## config.mk

```make
export PLATFORM = sky130hd
export DESIGN_NAME = stereo_linear_resampler
export DESIGN_NICKNAME = d
export VERILOG_FILES = /design/src/hdl/slr_pkg.sv /design/src/hdl/slr_front.sv /design/src/hdl/slr_queue.sv /design/src/hdl/slr_back.sv /design/src/hdl/slr_interp.sv /design/src/hdl/stereo_linear_resampler.sv
export SDC_FILE = /design/constraint.sdc
export NUM_CORES = 2
export LEC_CHECK = 0
export BUFFER_PORTS_ARGS = -buffer_cell sky130_fd_sc_hd__buf_2
export CORE_ASPECT_RATIO = 1.1
export CORE_MARGIN = 4
export CORE_UTILIZATION = 35
export DETAILED_ROUTE_END_ITERATION = 8
export PLACE_DENSITY = 0.51
export SLEW_MARGIN = 25
export SYNTH_ARGS = -nofsm -noshare
export SYNTH_HDL_FRONTEND = slang
export SYNTH_SLANG_ARGS = --single-unit
```

## constraint.sdc

```tcl
create_clock -name clk -period 18.69 [get_ports clk]
set_input_delay 0 -clock clk [delete_from_list [all_inputs] [get_ports clk]]
set_output_delay 0 -clock clk [all_outputs]
set_load 0.01 [all_outputs]
```

## src/hdl/slr_pkg.sv

```systemverilog
// Shared types and fixed widths for the stereo linear resampler.
// No dependencies; every other file of the block imports this package.
package slr_pkg;

    localparam int SMP_W  = 16;  // sample width
    localparam int PH_W   = 10;  // stored phase width
    localparam int MAG_W  = 25;  // magnitude of the weighted sum
    localparam int PROD_W = 27;  // sample times weight, signed
    localparam int RCP_SH = 25;  // reciprocal scale shift
    localparam int RCP_W  = 26;  // reciprocal width
    localparam int QDEPTH = 4;   // front-to-back queue depth
    localparam int QPTR_W = 2;

    // One input pair as classified by the front end
    typedef struct packed {
        logic             first;
        logic [SMP_W-1:0] right;
        logic [SMP_W-1:0] left;
    } q_entry_t;

    // One output request from the sequencer to the interpolator
    typedef struct packed {
        logic [SMP_W-1:0] prev_l;
        logic [SMP_W-1:0] prev_r;
        logic [SMP_W-1:0] cur_l;
        logic [SMP_W-1:0] cur_r;
        logic [PH_W-1:0]  ph;
        logic             last;
    } issue_t;

endpackage

```

## src/hdl/slr_front.sv

```systemverilog
// Input side of the resampler: stream handshake and first-pair marking.
// Depends on slr_pkg; feeds slr_queue.
module slr_front
    import slr_pkg::*;
(
    input  logic        clk,
    input  logic        rst_n,
    input  logic        s_tvalid,
    output logic        s_tready,
    input  logic [31:0] s_tdata,   // left_sample [15:0], right_sample [31:16]
    input  logic        q_full,
    output logic        push,
    output q_entry_t    push_entry
);

    logic have_prev_reg, have_prev_next;

    assign s_tready = ~q_full;
    assign push     = s_tvalid & ~q_full;

    always_comb
    begin
        push_entry.left  = s_tdata[SMP_W-1:0];
        push_entry.right = s_tdata[2*SMP_W-1:SMP_W];
        push_entry.first = ~have_prev_reg;
        have_prev_next   = have_prev_reg | push;
    end

    always_ff @(posedge clk or negedge rst_n)
    begin
        if (!rst_n)
            have_prev_reg <= 1'b0;
        else
            have_prev_reg <= have_prev_next;
    end

endmodule

```

## src/hdl/slr_queue.sv

```systemverilog
// Small register queue between the resampler front end and sequencer.
// Depends on slr_pkg.
module slr_queue
    import slr_pkg::*;
(
    input  logic     clk,
    input  logic     rst_n,
    input  logic     push,
    input  q_entry_t push_entry,
    output logic     full,
    output logic     q_valid,
    output q_entry_t head,
    input  logic     pop
);

    q_entry_t          mem [QDEPTH];
    logic [QPTR_W-1:0] wr_ptr_reg, wr_ptr_next;
    logic [QPTR_W-1:0] rd_ptr_reg, rd_ptr_next;
    logic [QPTR_W:0]   cnt_reg, cnt_next;

    assign full    = (cnt_reg == (QPTR_W+1)'(QDEPTH));
    assign q_valid = (cnt_reg != '0);
    assign head    = mem[rd_ptr_reg];

    always_comb
    begin
        wr_ptr_next = wr_ptr_reg + QPTR_W'(push);
        rd_ptr_next = rd_ptr_reg + QPTR_W'(pop);
        cnt_next    = cnt_reg + (QPTR_W+1)'(push) - (QPTR_W+1)'(pop);
    end

    always_ff @(posedge clk or negedge rst_n)
    begin
        if (!rst_n)
        begin
            wr_ptr_reg <= '0;
            rd_ptr_reg <= '0;
            cnt_reg    <= '0;
        end
        else
        begin
            wr_ptr_reg <= wr_ptr_next;
            rd_ptr_reg <= rd_ptr_next;
            cnt_reg    <= cnt_next;
        end
    end

    always_ff @(posedge clk)
    begin
        if (push)
            mem[wr_ptr_reg] <= push_entry;
    end

endmodule

```

## src/hdl/slr_back.sv

```systemverilog
// Phase sequencer of the resampler: walks the phase for each queued pair,
// issues up to two interpolation requests, skips the rest. Depends on slr_pkg.
module slr_back
    import slr_pkg::*;
#(
    parameter int SRC_FRAME = 882,
    parameter int DST_FRAME = 960
)
(
    input  logic     clk,
    input  logic     rst_n,
    input  logic     q_valid,
    input  q_entry_t head,
    output logic     pop,
    output logic     iss_valid,
    output issue_t   iss,
    input  logic     pipe_ready
);

    localparam logic [PH_W:0] SRC_C = (PH_W+1)'(SRC_FRAME);
    localparam logic [PH_W:0] DST_C = (PH_W+1)'(DST_FRAME);

    logic [SMP_W-1:0] prev_l_reg, prev_l_next;
    logic [SMP_W-1:0] prev_r_reg, prev_r_next;
    logic [PH_W:0]    phase_reg, phase_next;
    logic [1:0]       cnt_reg, cnt_next;   // outputs issued for the current pair

    logic [PH_W:0]    ph_add;
    logic [PH_W:0]    end_now;
    logic [PH_W:0]    end_add;
    logic             at_end;
    logic             add_end;
    logic             finish;

    always_comb
    begin
        ph_add  = phase_reg + SRC_C;
        at_end  = (phase_reg >= DST_C);
        add_end = (ph_add >= DST_C);
        end_now = {1'b0, PH_W'(phase_reg - DST_C)};
        end_add = {1'b0, PH_W'(ph_add - DST_C)};

        iss.prev_l = prev_l_reg;
        iss.prev_r = prev_r_reg;
        iss.cur_l  = head.left;
        iss.cur_r  = head.right;
        iss.ph     = phase_reg[PH_W-1:0];
        iss.last   = (cnt_reg == 2'd1) | add_end;

        iss_valid  = 1'b0;
        finish     = 1'b0;
        phase_next = phase_reg;
        cnt_next   = cnt_reg;

        if (q_valid)
        begin
            if (head.first)
            begin
                // first pair: only seed prev and clear the phase
                finish     = 1'b1;
                phase_next = '0;
            end
            else if (at_end)
            begin
                finish     = 1'b1;
                phase_next = end_now;
            end
            else if (cnt_reg != 2'd2)
            begin
                iss_valid = 1'b1;
                if (pipe_ready)
                begin
                    if (add_end)
                    begin
                        finish     = 1'b1;
                        phase_next = end_add;
                    end
                    else
                    begin
                        phase_next = ph_add;
                        cnt_next   = cnt_reg + 2'd1;
                    end
                end
            end
            else
            begin
                // drop outputs beyond the second, keep advancing phase
                if (add_end)
                begin
                    finish     = 1'b1;
                    phase_next = end_add;
                end
                else
                    phase_next = ph_add;
            end
        end

        pop         = finish;
        prev_l_next = finish ? head.left  : prev_l_reg;
        prev_r_next = finish ? head.right : prev_r_reg;
        if (finish)
            cnt_next = 2'd0;
    end

    always_ff @(posedge clk or negedge rst_n)
    begin
        if (!rst_n)
        begin
            prev_l_reg <= '0;
            prev_r_reg <= '0;
            phase_reg  <= '0;
            cnt_reg    <= '0;
        end
        else
        begin
            prev_l_reg <= prev_l_next;
            prev_r_reg <= prev_r_next;
            phase_reg  <= phase_next;
            cnt_reg    <= cnt_next;
        end
    end

endmodule

```

## src/hdl/slr_interp.sv

```systemverilog
// Five-stage interpolation datapath of the resampler with output register.
// Division by the output frame uses a reciprocal and one correction step.
// Depends on slr_pkg.
module slr_interp
    import slr_pkg::*;
#(
    parameter int DST_FRAME = 960
)
(
    input  logic        clk,
    input  logic        rst_n,
    input  logic        iss_valid,
    input  issue_t      iss,
    output logic        pipe_ready,
    output logic        m_tvalid,
    input  logic        m_tready,
    output logic [31:0] m_tdata,
    output logic        m_tlast
);

    localparam logic signed [PH_W:0]  DST_W = (PH_W+1)'(DST_FRAME);
    localparam logic [MAG_W-1:0]      DST_X = MAG_W'(DST_FRAME);
    localparam logic [PH_W-1:0]       DST_D = PH_W'(DST_FRAME);
    localparam logic [RCP_W-1:0]      RCP   = RCP_W'((64'd1 << RCP_SH) / DST_FRAME);
    localparam int                    QP_W  = SMP_W + PH_W;

    logic en;

    // stage valids and last flags
    logic [4:0] v_reg, v_next;
    logic [4:0] last_reg;

    logic signed [PROD_W-1:0] p0_reg [2];
    logic signed [PROD_W-1:0] p1_reg [2];
    logic [MAG_W-1:0]         x2_reg [2];
    logic [MAG_W-1:0]         x3_reg [2];
    logic [MAG_W-1:0]         x4_reg [2];
    logic [1:0]               s2_reg, s3_reg, s4_reg;
    logic [SMP_W-1:0]         q3_reg [2];
    logic [SMP_W-1:0]         q4_reg [2];
    logic [QP_W-1:0]          qd4_reg [2];
    logic [SMP_W-1:0]         o5_reg [2];

    logic signed [PH_W:0]        w0, w1;
    logic signed [SMP_W-1:0]     a_in [2];
    logic signed [SMP_W-1:0]     b_in [2];
    logic signed [PROD_W-1:0]    p0_c [2];
    logic signed [PROD_W-1:0]    p1_c [2];
    logic signed [PROD_W-1:0]    sum_c [2];
    logic [PROD_W-1:0]           mag_c [2];
    logic [MAG_W+RCP_W-1:0]      rp_c [2];
    logic [MAG_W-1:0]            r_c [2];
    logic [SMP_W-1:0]            q_c [2];
    logic [SMP_W-1:0]            o_c [2];

    // hold everything while the output register is full and not taken
    assign en         = ~v_reg[4] | m_tready;
    assign pipe_ready = en;
    assign m_tvalid   = v_reg[4];
    assign m_tlast    = last_reg[4];
    assign m_tdata    = {o5_reg[1], o5_reg[0]};

    always_comb
    begin
        w1      = $signed({1'b0, iss.ph});
        w0      = DST_W - w1;
        a_in[0] = $signed(iss.prev_l);
        a_in[1] = $signed(iss.prev_r);
        b_in[0] = $signed(iss.cur_l);
        b_in[1] = $signed(iss.cur_r);
        v_next  = {v_reg[3:0], iss_valid};
        for (int i = 0; i < 2; i++)
        begin
            p0_c[i]  = a_in[i] * w0;
            p1_c[i]  = b_in[i] * w1;
            sum_c[i] = p0_reg[i] + p1_reg[i];
            mag_c[i] = sum_c[i][PROD_W-1] ? PROD_W'(-sum_c[i]) : PROD_W'(sum_c[i]);
            rp_c[i]  = x2_reg[i] * RCP;
            // estimate is exact or one low; bump it once if the remainder allows
            r_c[i]   = x4_reg[i] - MAG_W'(qd4_reg[i]);
            q_c[i]   = q4_reg[i] + SMP_W'(r_c[i] >= DST_X);
            o_c[i]   = s4_reg[i] ? SMP_W'(-q_c[i]) : q_c[i];
        end
    end

    always_ff @(posedge clk or negedge rst_n)
    begin
        if (!rst_n)
            v_reg <= '0;
        else if (en)
            v_reg <= v_next;
    end

    always_ff @(posedge clk)
    begin
        if (en)
        begin
            last_reg <= {last_reg[3:0], iss.last};
            for (int i = 0; i < 2; i++)
            begin
                p0_reg[i]  <= p0_c[i];
                p1_reg[i]  <= p1_c[i];
                x2_reg[i]  <= mag_c[i][MAG_W-1:0];
                s2_reg[i]  <= sum_c[i][PROD_W-1];
                q3_reg[i]  <= rp_c[i][RCP_SH+SMP_W-1:RCP_SH];
                x3_reg[i]  <= x2_reg[i];
                s3_reg[i]  <= s2_reg[i];
                qd4_reg[i] <= q3_reg[i] * DST_D;
                q4_reg[i]  <= q3_reg[i];
                x4_reg[i]  <= x3_reg[i];
                s4_reg[i]  <= s3_reg[i];
                o5_reg[i]  <= o_c[i];
            end
        end
    end

endmodule

```

## src/hdl/stereo_linear_resampler.sv

```systemverilog
// Top level of the stereo linear-interpolation resampler.
// Depends on slr_pkg, slr_front, slr_queue, slr_back and slr_interp.
//
// Channel   Direction  Transfer
// s_*       in         one stereo pair: left_sample [15:0], right_sample [31:16]
// m_*       out        one result: left_out [15:0], right_out [31:16], tlast = last
//
// The front end marks the very first pair and pushes pairs into a four-entry
// queue. The sequencer advances the phase by SRC_FRAME per output and issues
// one output per cycle while the interpolator is ready; a pair issues one or
// two outputs with the default ratio, about 1.09 on average. Pairs that call
// for more than two outputs skip the rest while the phase keeps advancing.
// The first pair only seeds the previous sample and clears the phase.
// An issued output reaches m_tdata through the product, magnitude, estimate,
// correction and output registers. A stall on m_tready freezes the pipeline;
// the queue keeps taking pairs until it is full. Reset (rst_n low, asynchronous)
// clears the previous pair, the phase and the first-pair flag.
module stereo_linear_resampler
    import slr_pkg::*;
#(
    parameter int SRC_FRAME = 882,
    parameter int DST_FRAME = 960
)
(
    input  logic        clk,
    input  logic        rst_n,
    input  logic        s_tvalid,
    output logic        s_tready,
    input  logic [31:0] s_tdata,   // left_sample [15:0], right_sample [31:16]
    output logic        m_tvalid,
    input  logic        m_tready,
    output logic [31:0] m_tdata,   // left_out [15:0], right_out [31:16]
    output logic        m_tlast
);

    logic     q_full;
    logic     push;
    q_entry_t push_entry;
    logic     q_valid;
    q_entry_t head;
    logic     pop;
    logic     iss_valid;
    issue_t   iss;
    logic     pipe_ready;

    // accept and classify input pairs
    slr_front u_front (
        .clk        (clk),
        .rst_n      (rst_n),
        .s_tvalid   (s_tvalid),
        .s_tready   (s_tready),
        .s_tdata    (s_tdata),
        .q_full     (q_full),
        .push       (push),
        .push_entry (push_entry)
    );

    // decouple the input handshake from the sequencer
    slr_queue u_queue (
        .clk        (clk),
        .rst_n      (rst_n),
        .push       (push),
        .push_entry (push_entry),
        .full       (q_full),
        .q_valid    (q_valid),
        .head       (head),
        .pop        (pop)
    );

    // walk the phase and issue interpolation requests
    slr_back #(
        .SRC_FRAME (SRC_FRAME),
        .DST_FRAME (DST_FRAME)
    ) u_back (
        .clk        (clk),
        .rst_n      (rst_n),
        .q_valid    (q_valid),
        .head       (head),
        .pop        (pop),
        .iss_valid  (iss_valid),
        .iss        (iss),
        .pipe_ready (pipe_ready)
    );

    // weight, sum and divide; hold the result for the output transfer
    slr_interp #(
        .DST_FRAME (DST_FRAME)
    ) u_interp (
        .clk        (clk),
        .rst_n      (rst_n),
        .iss_valid  (iss_valid),
        .iss        (iss),
        .pipe_ready (pipe_ready),
        .m_tvalid   (m_tvalid),
        .m_tready   (m_tready),
        .m_tdata    (m_tdata),
        .m_tlast    (m_tlast)
    );

endmodule
```

==> results.tsv <==
stage	metric	value	unit
status	status	completed	
setup_path	critical path peak fanout	48	
cts	CTS tree	yes	
synthesis	register bit total from synthesis	564	
setup_path	register-to-register setup slack	10.33	ns
setup_path	Startpoint Class	register	
route	drt pass-1 iters	5	
placement	hpwl dp	95320	um
synthesis	synthesized area	57230	um2
setup_path	Req. time, crit path	19.11	ns
synthesis	Post-synth ARST share	10.11	%
setup_path	Top Family by Delay on Critical Path	adder cells	
synthesis	Syn Area/Cell	10.80	um2
synthesis	top-area cell type share of the netlist area	26.60	%
grt	pin count of the biggest net entering global routing	165	
grt	vias in the first global route	39030	
cts	clock transition at the registers of the reported paths	0.06	ns
hold_path	Hold Path Class	in2async	
grt	total grt overflow	0	
timing	setup TNS	0	ns
synthesis	post-synthesis sequential area ratio	29.09	%
synthesis	Main synth FF type	edfxtp_1	
cells_and_area	Multi-input gate area	36840	um2
cts	post-cts resize count	0	
cts	# hold bufs at CTS	34	
timing	final slew viol count	0	
flow_run	max_cap viols	0	
route	routed wire length	125000	um
route	vias per inst	4.836	
setup_path	most used cell, CP	fa_1	
timing	relative slew slack	34.36	%
cells_and_area	Final #Nets	6751	
route	DRC Markers	0	
floorplanning	area of the die	170100	um2
synthesis	Gate Count Post-Synth	5298	
synthesis	Post-synth EDFFs	507	
synthesis	Area contributors post-synth	edfxtp_1, fa_1, ha_1, inv_1, and2_1	
cells_and_area	max reg flops	132	
timing	crit share post-route	44.75	%
timing	setup repair after global routing missed its margin	false	
floorplanning	cell row count	155	
route	Final ANT Viol Nets	0	
floorplanning	Die W	393.6	um
grt	total track usage	15.15	%
cells_and_area	ratio of cells with drive above 1 in the final layout	6.425	%
floorplanning	Starting Density	35.26	%
synthesis	Syn. warnings	0	
timing	Hold Vio Cnt, Final	0	
setup_path	WS Path Type	reg2reg	
cells_and_area	Fillers	15800	
placement	# port buffers	70	
floorplanning	die height	432.1	um
cells_and_area	ANT cells	0	
floorplanning	io pins	71	
timing	fmax	119.6	MHz
timing	Worst Tran Pin Value	0.9816	ns
route	Avg WL per Cell	16.42	um
setup_path	CP max stage cell	nand4_1	
setup_path	Worst Path Buf+Inv	5	
timing	Clock Skew	0.04264	ns
synthesis	area leader, netlist	edfxtp_1	
placement	placer congestion estimate	0.8038	
setup_path	worst path cell trace	buf_4 -> nor3_1 -> nand2_1 -> nand4_1 -> buf_4 -> or2_2 -> fa_1 -> fa_1 -> inv_1 -> fa_1 -> fa_1 -> inv_1 -> fa_1 -> inv_1 -> ha_1 -> and2_1 -> o21a_1 -> a31oi_1 -> a31oi_1 -> a41o_1 -> o41ai_1 -> o31ai_1 -> a21oi_1 -> xnor2_1	
cts	Post CTS Setup Buffer Count	0	
route	via count	36810	
cts	buffer depth of the longest clock path	3	
timing	setup violators final	0	
cells_and_area	register area	16650	um2
setup_path	CP Capture Type	register	
cts	clock root buffer	clkbuf_16	
floorplanning	core area	162300	um2
setup_path	Worst Path Arrival	8.78	ns
grt	first-pass GRT wire length	207900	um
timing	Tmin final	8.363	ns
synthesis	synth unique cells	97	
cts	Inserted Clock Buffers	73	
cells_and_area	Area growth syn-to-layout	10.19	%
cts	Worst-Skew Late Latency	0.69	ns
cts	CTS H-tree depth	3	
cts	clock tree sinks	564	
route	Initial DRC Count	1627	
grt	initial antenna violation count	2	
setup_path	max incr delay on CP	0.79	ns
==> metal layers <==
metal | wire length, um | vias up | GRT usage [%]
met3 | 4135 | 129 | 2.067
met5 | 0 | - | 0
li1 | - | 17640 | -
met1 | 57390 | 18570 | 20.31
met4 | 2381 | 0 | 3.317
met2 | 61070 | 482 | 26.19
==> logic make-up (layout without fill, tap and decap cells) <==
family	after synthesis	count (layout)	share of synthesized area (%)
buf+inv	1088	1211	7.175
flops	564	564	29.09
simple gates	1313	1313	11.50
fa+ha+maj	1278	1278	37.28
other cells	2	75	0.01312
mux	89	89	2.370
compound gates	634	634	7.509
xor+xnor	330	330	5.063
==> tightest hold or removal path: cells and delay by family <==
| family | cells | cell delay, ns |
|---|---|---|
| buf+inv | 3 | 1.24 |
==> stage by stage <==
step	utilization [%]	worst slack, ns	instances	hold WS [ns]	area, um2
6_report	38.85	10.33	7613	0.03106	63070
3_5_place_dp	37.14	10.39	7447	0.2179	60290
3_3_place_gp	37.14	10.51	7447	0.2153	60290
5_1_grt	38.85	9.803	7613	0.07504	63070
4_1_cts	38.85	10.38	7613	0.01319	63060
2_1_floorplan	-	3.692	5371	-0.2956	57510
==> synth_stat cells, types with 13 or more instances <==
library cell  number
a211oi_1          25
a21o_1            51
a21oi_1          179
a31oi_1           14
and2_1           331
and3_1            35
clkbuf_1         128
dfrtp_1           57
edfxtp_1         507
fa_1             712
ha_1             566
inv_1            939
mux2_2            39
mux2i_1           14
mux4_2            33
nand2_1          425
nand2b_1          33
nand3_1           69
nand4_1           20
nor2_1           205
nor2b_1           37
nor3_1            64
o211ai_1          15
o21a_1            32
o21ai_0          108
o21ai_1           13
o21bai_1          30
o31ai_1           20
or2_2             18
or3_1             18
xnor2_1          232
xor2_1            97
==> final timing paths <==
path,start,end,depth (start not counted)
hold / removal,rst_n,u_back.prev_l_reg[8],3
max in group asynchronous,rst_n,u_back.phase_reg[1],3
setup / recovery,u_back.phase_reg[1],u_interp.p0_reg[0][52],24
setup reg to reg,u_back.phase_reg[1],u_interp.p0_reg[0][52],24
hold reg to reg,u_interp.last_reg[1],u_interp.last_reg[2],0
min in group clk,s_tdata[15],u_queue.mem[3][15],2
==> cells in the final DEF, fill, tap and decap left out, types with 34 or more instances in the layout <==
cell / count
inv_1: 939
fa_1: 712
ha_1: 566
edfxtp_1: 507
nand2_1: 425
and2_1: 331
xnor2_1: 227
nor2_1: 205
a21oi_1: 178
o21ai_0: 108
xor2_1: 95
conb_1: 75
clkbuf_16: 74
buf_2: 70
nand3_1: 69
nor3_1: 63
dfrtp_1: 55
a21o_1: 51
mux2_2: 39
nor2b_1: 37
and3_1: 35
dlygate4sd3_1: 34
==> cell type report <==
class                      instances  share of cell area, %
multi-input combinational       3719                  58.41
sequential                       564                  26.41
inverter                         941                  5.601
clock inverter                    48                 0.8432
clock buffer                      84                  3.012
tap                             2119                  4.204
timing repair buffer             138                  1.526
Power is left out: the tool's default activity adds up to more than one toggle a clock period on the data nets, which glitch-free logic cannot reach.
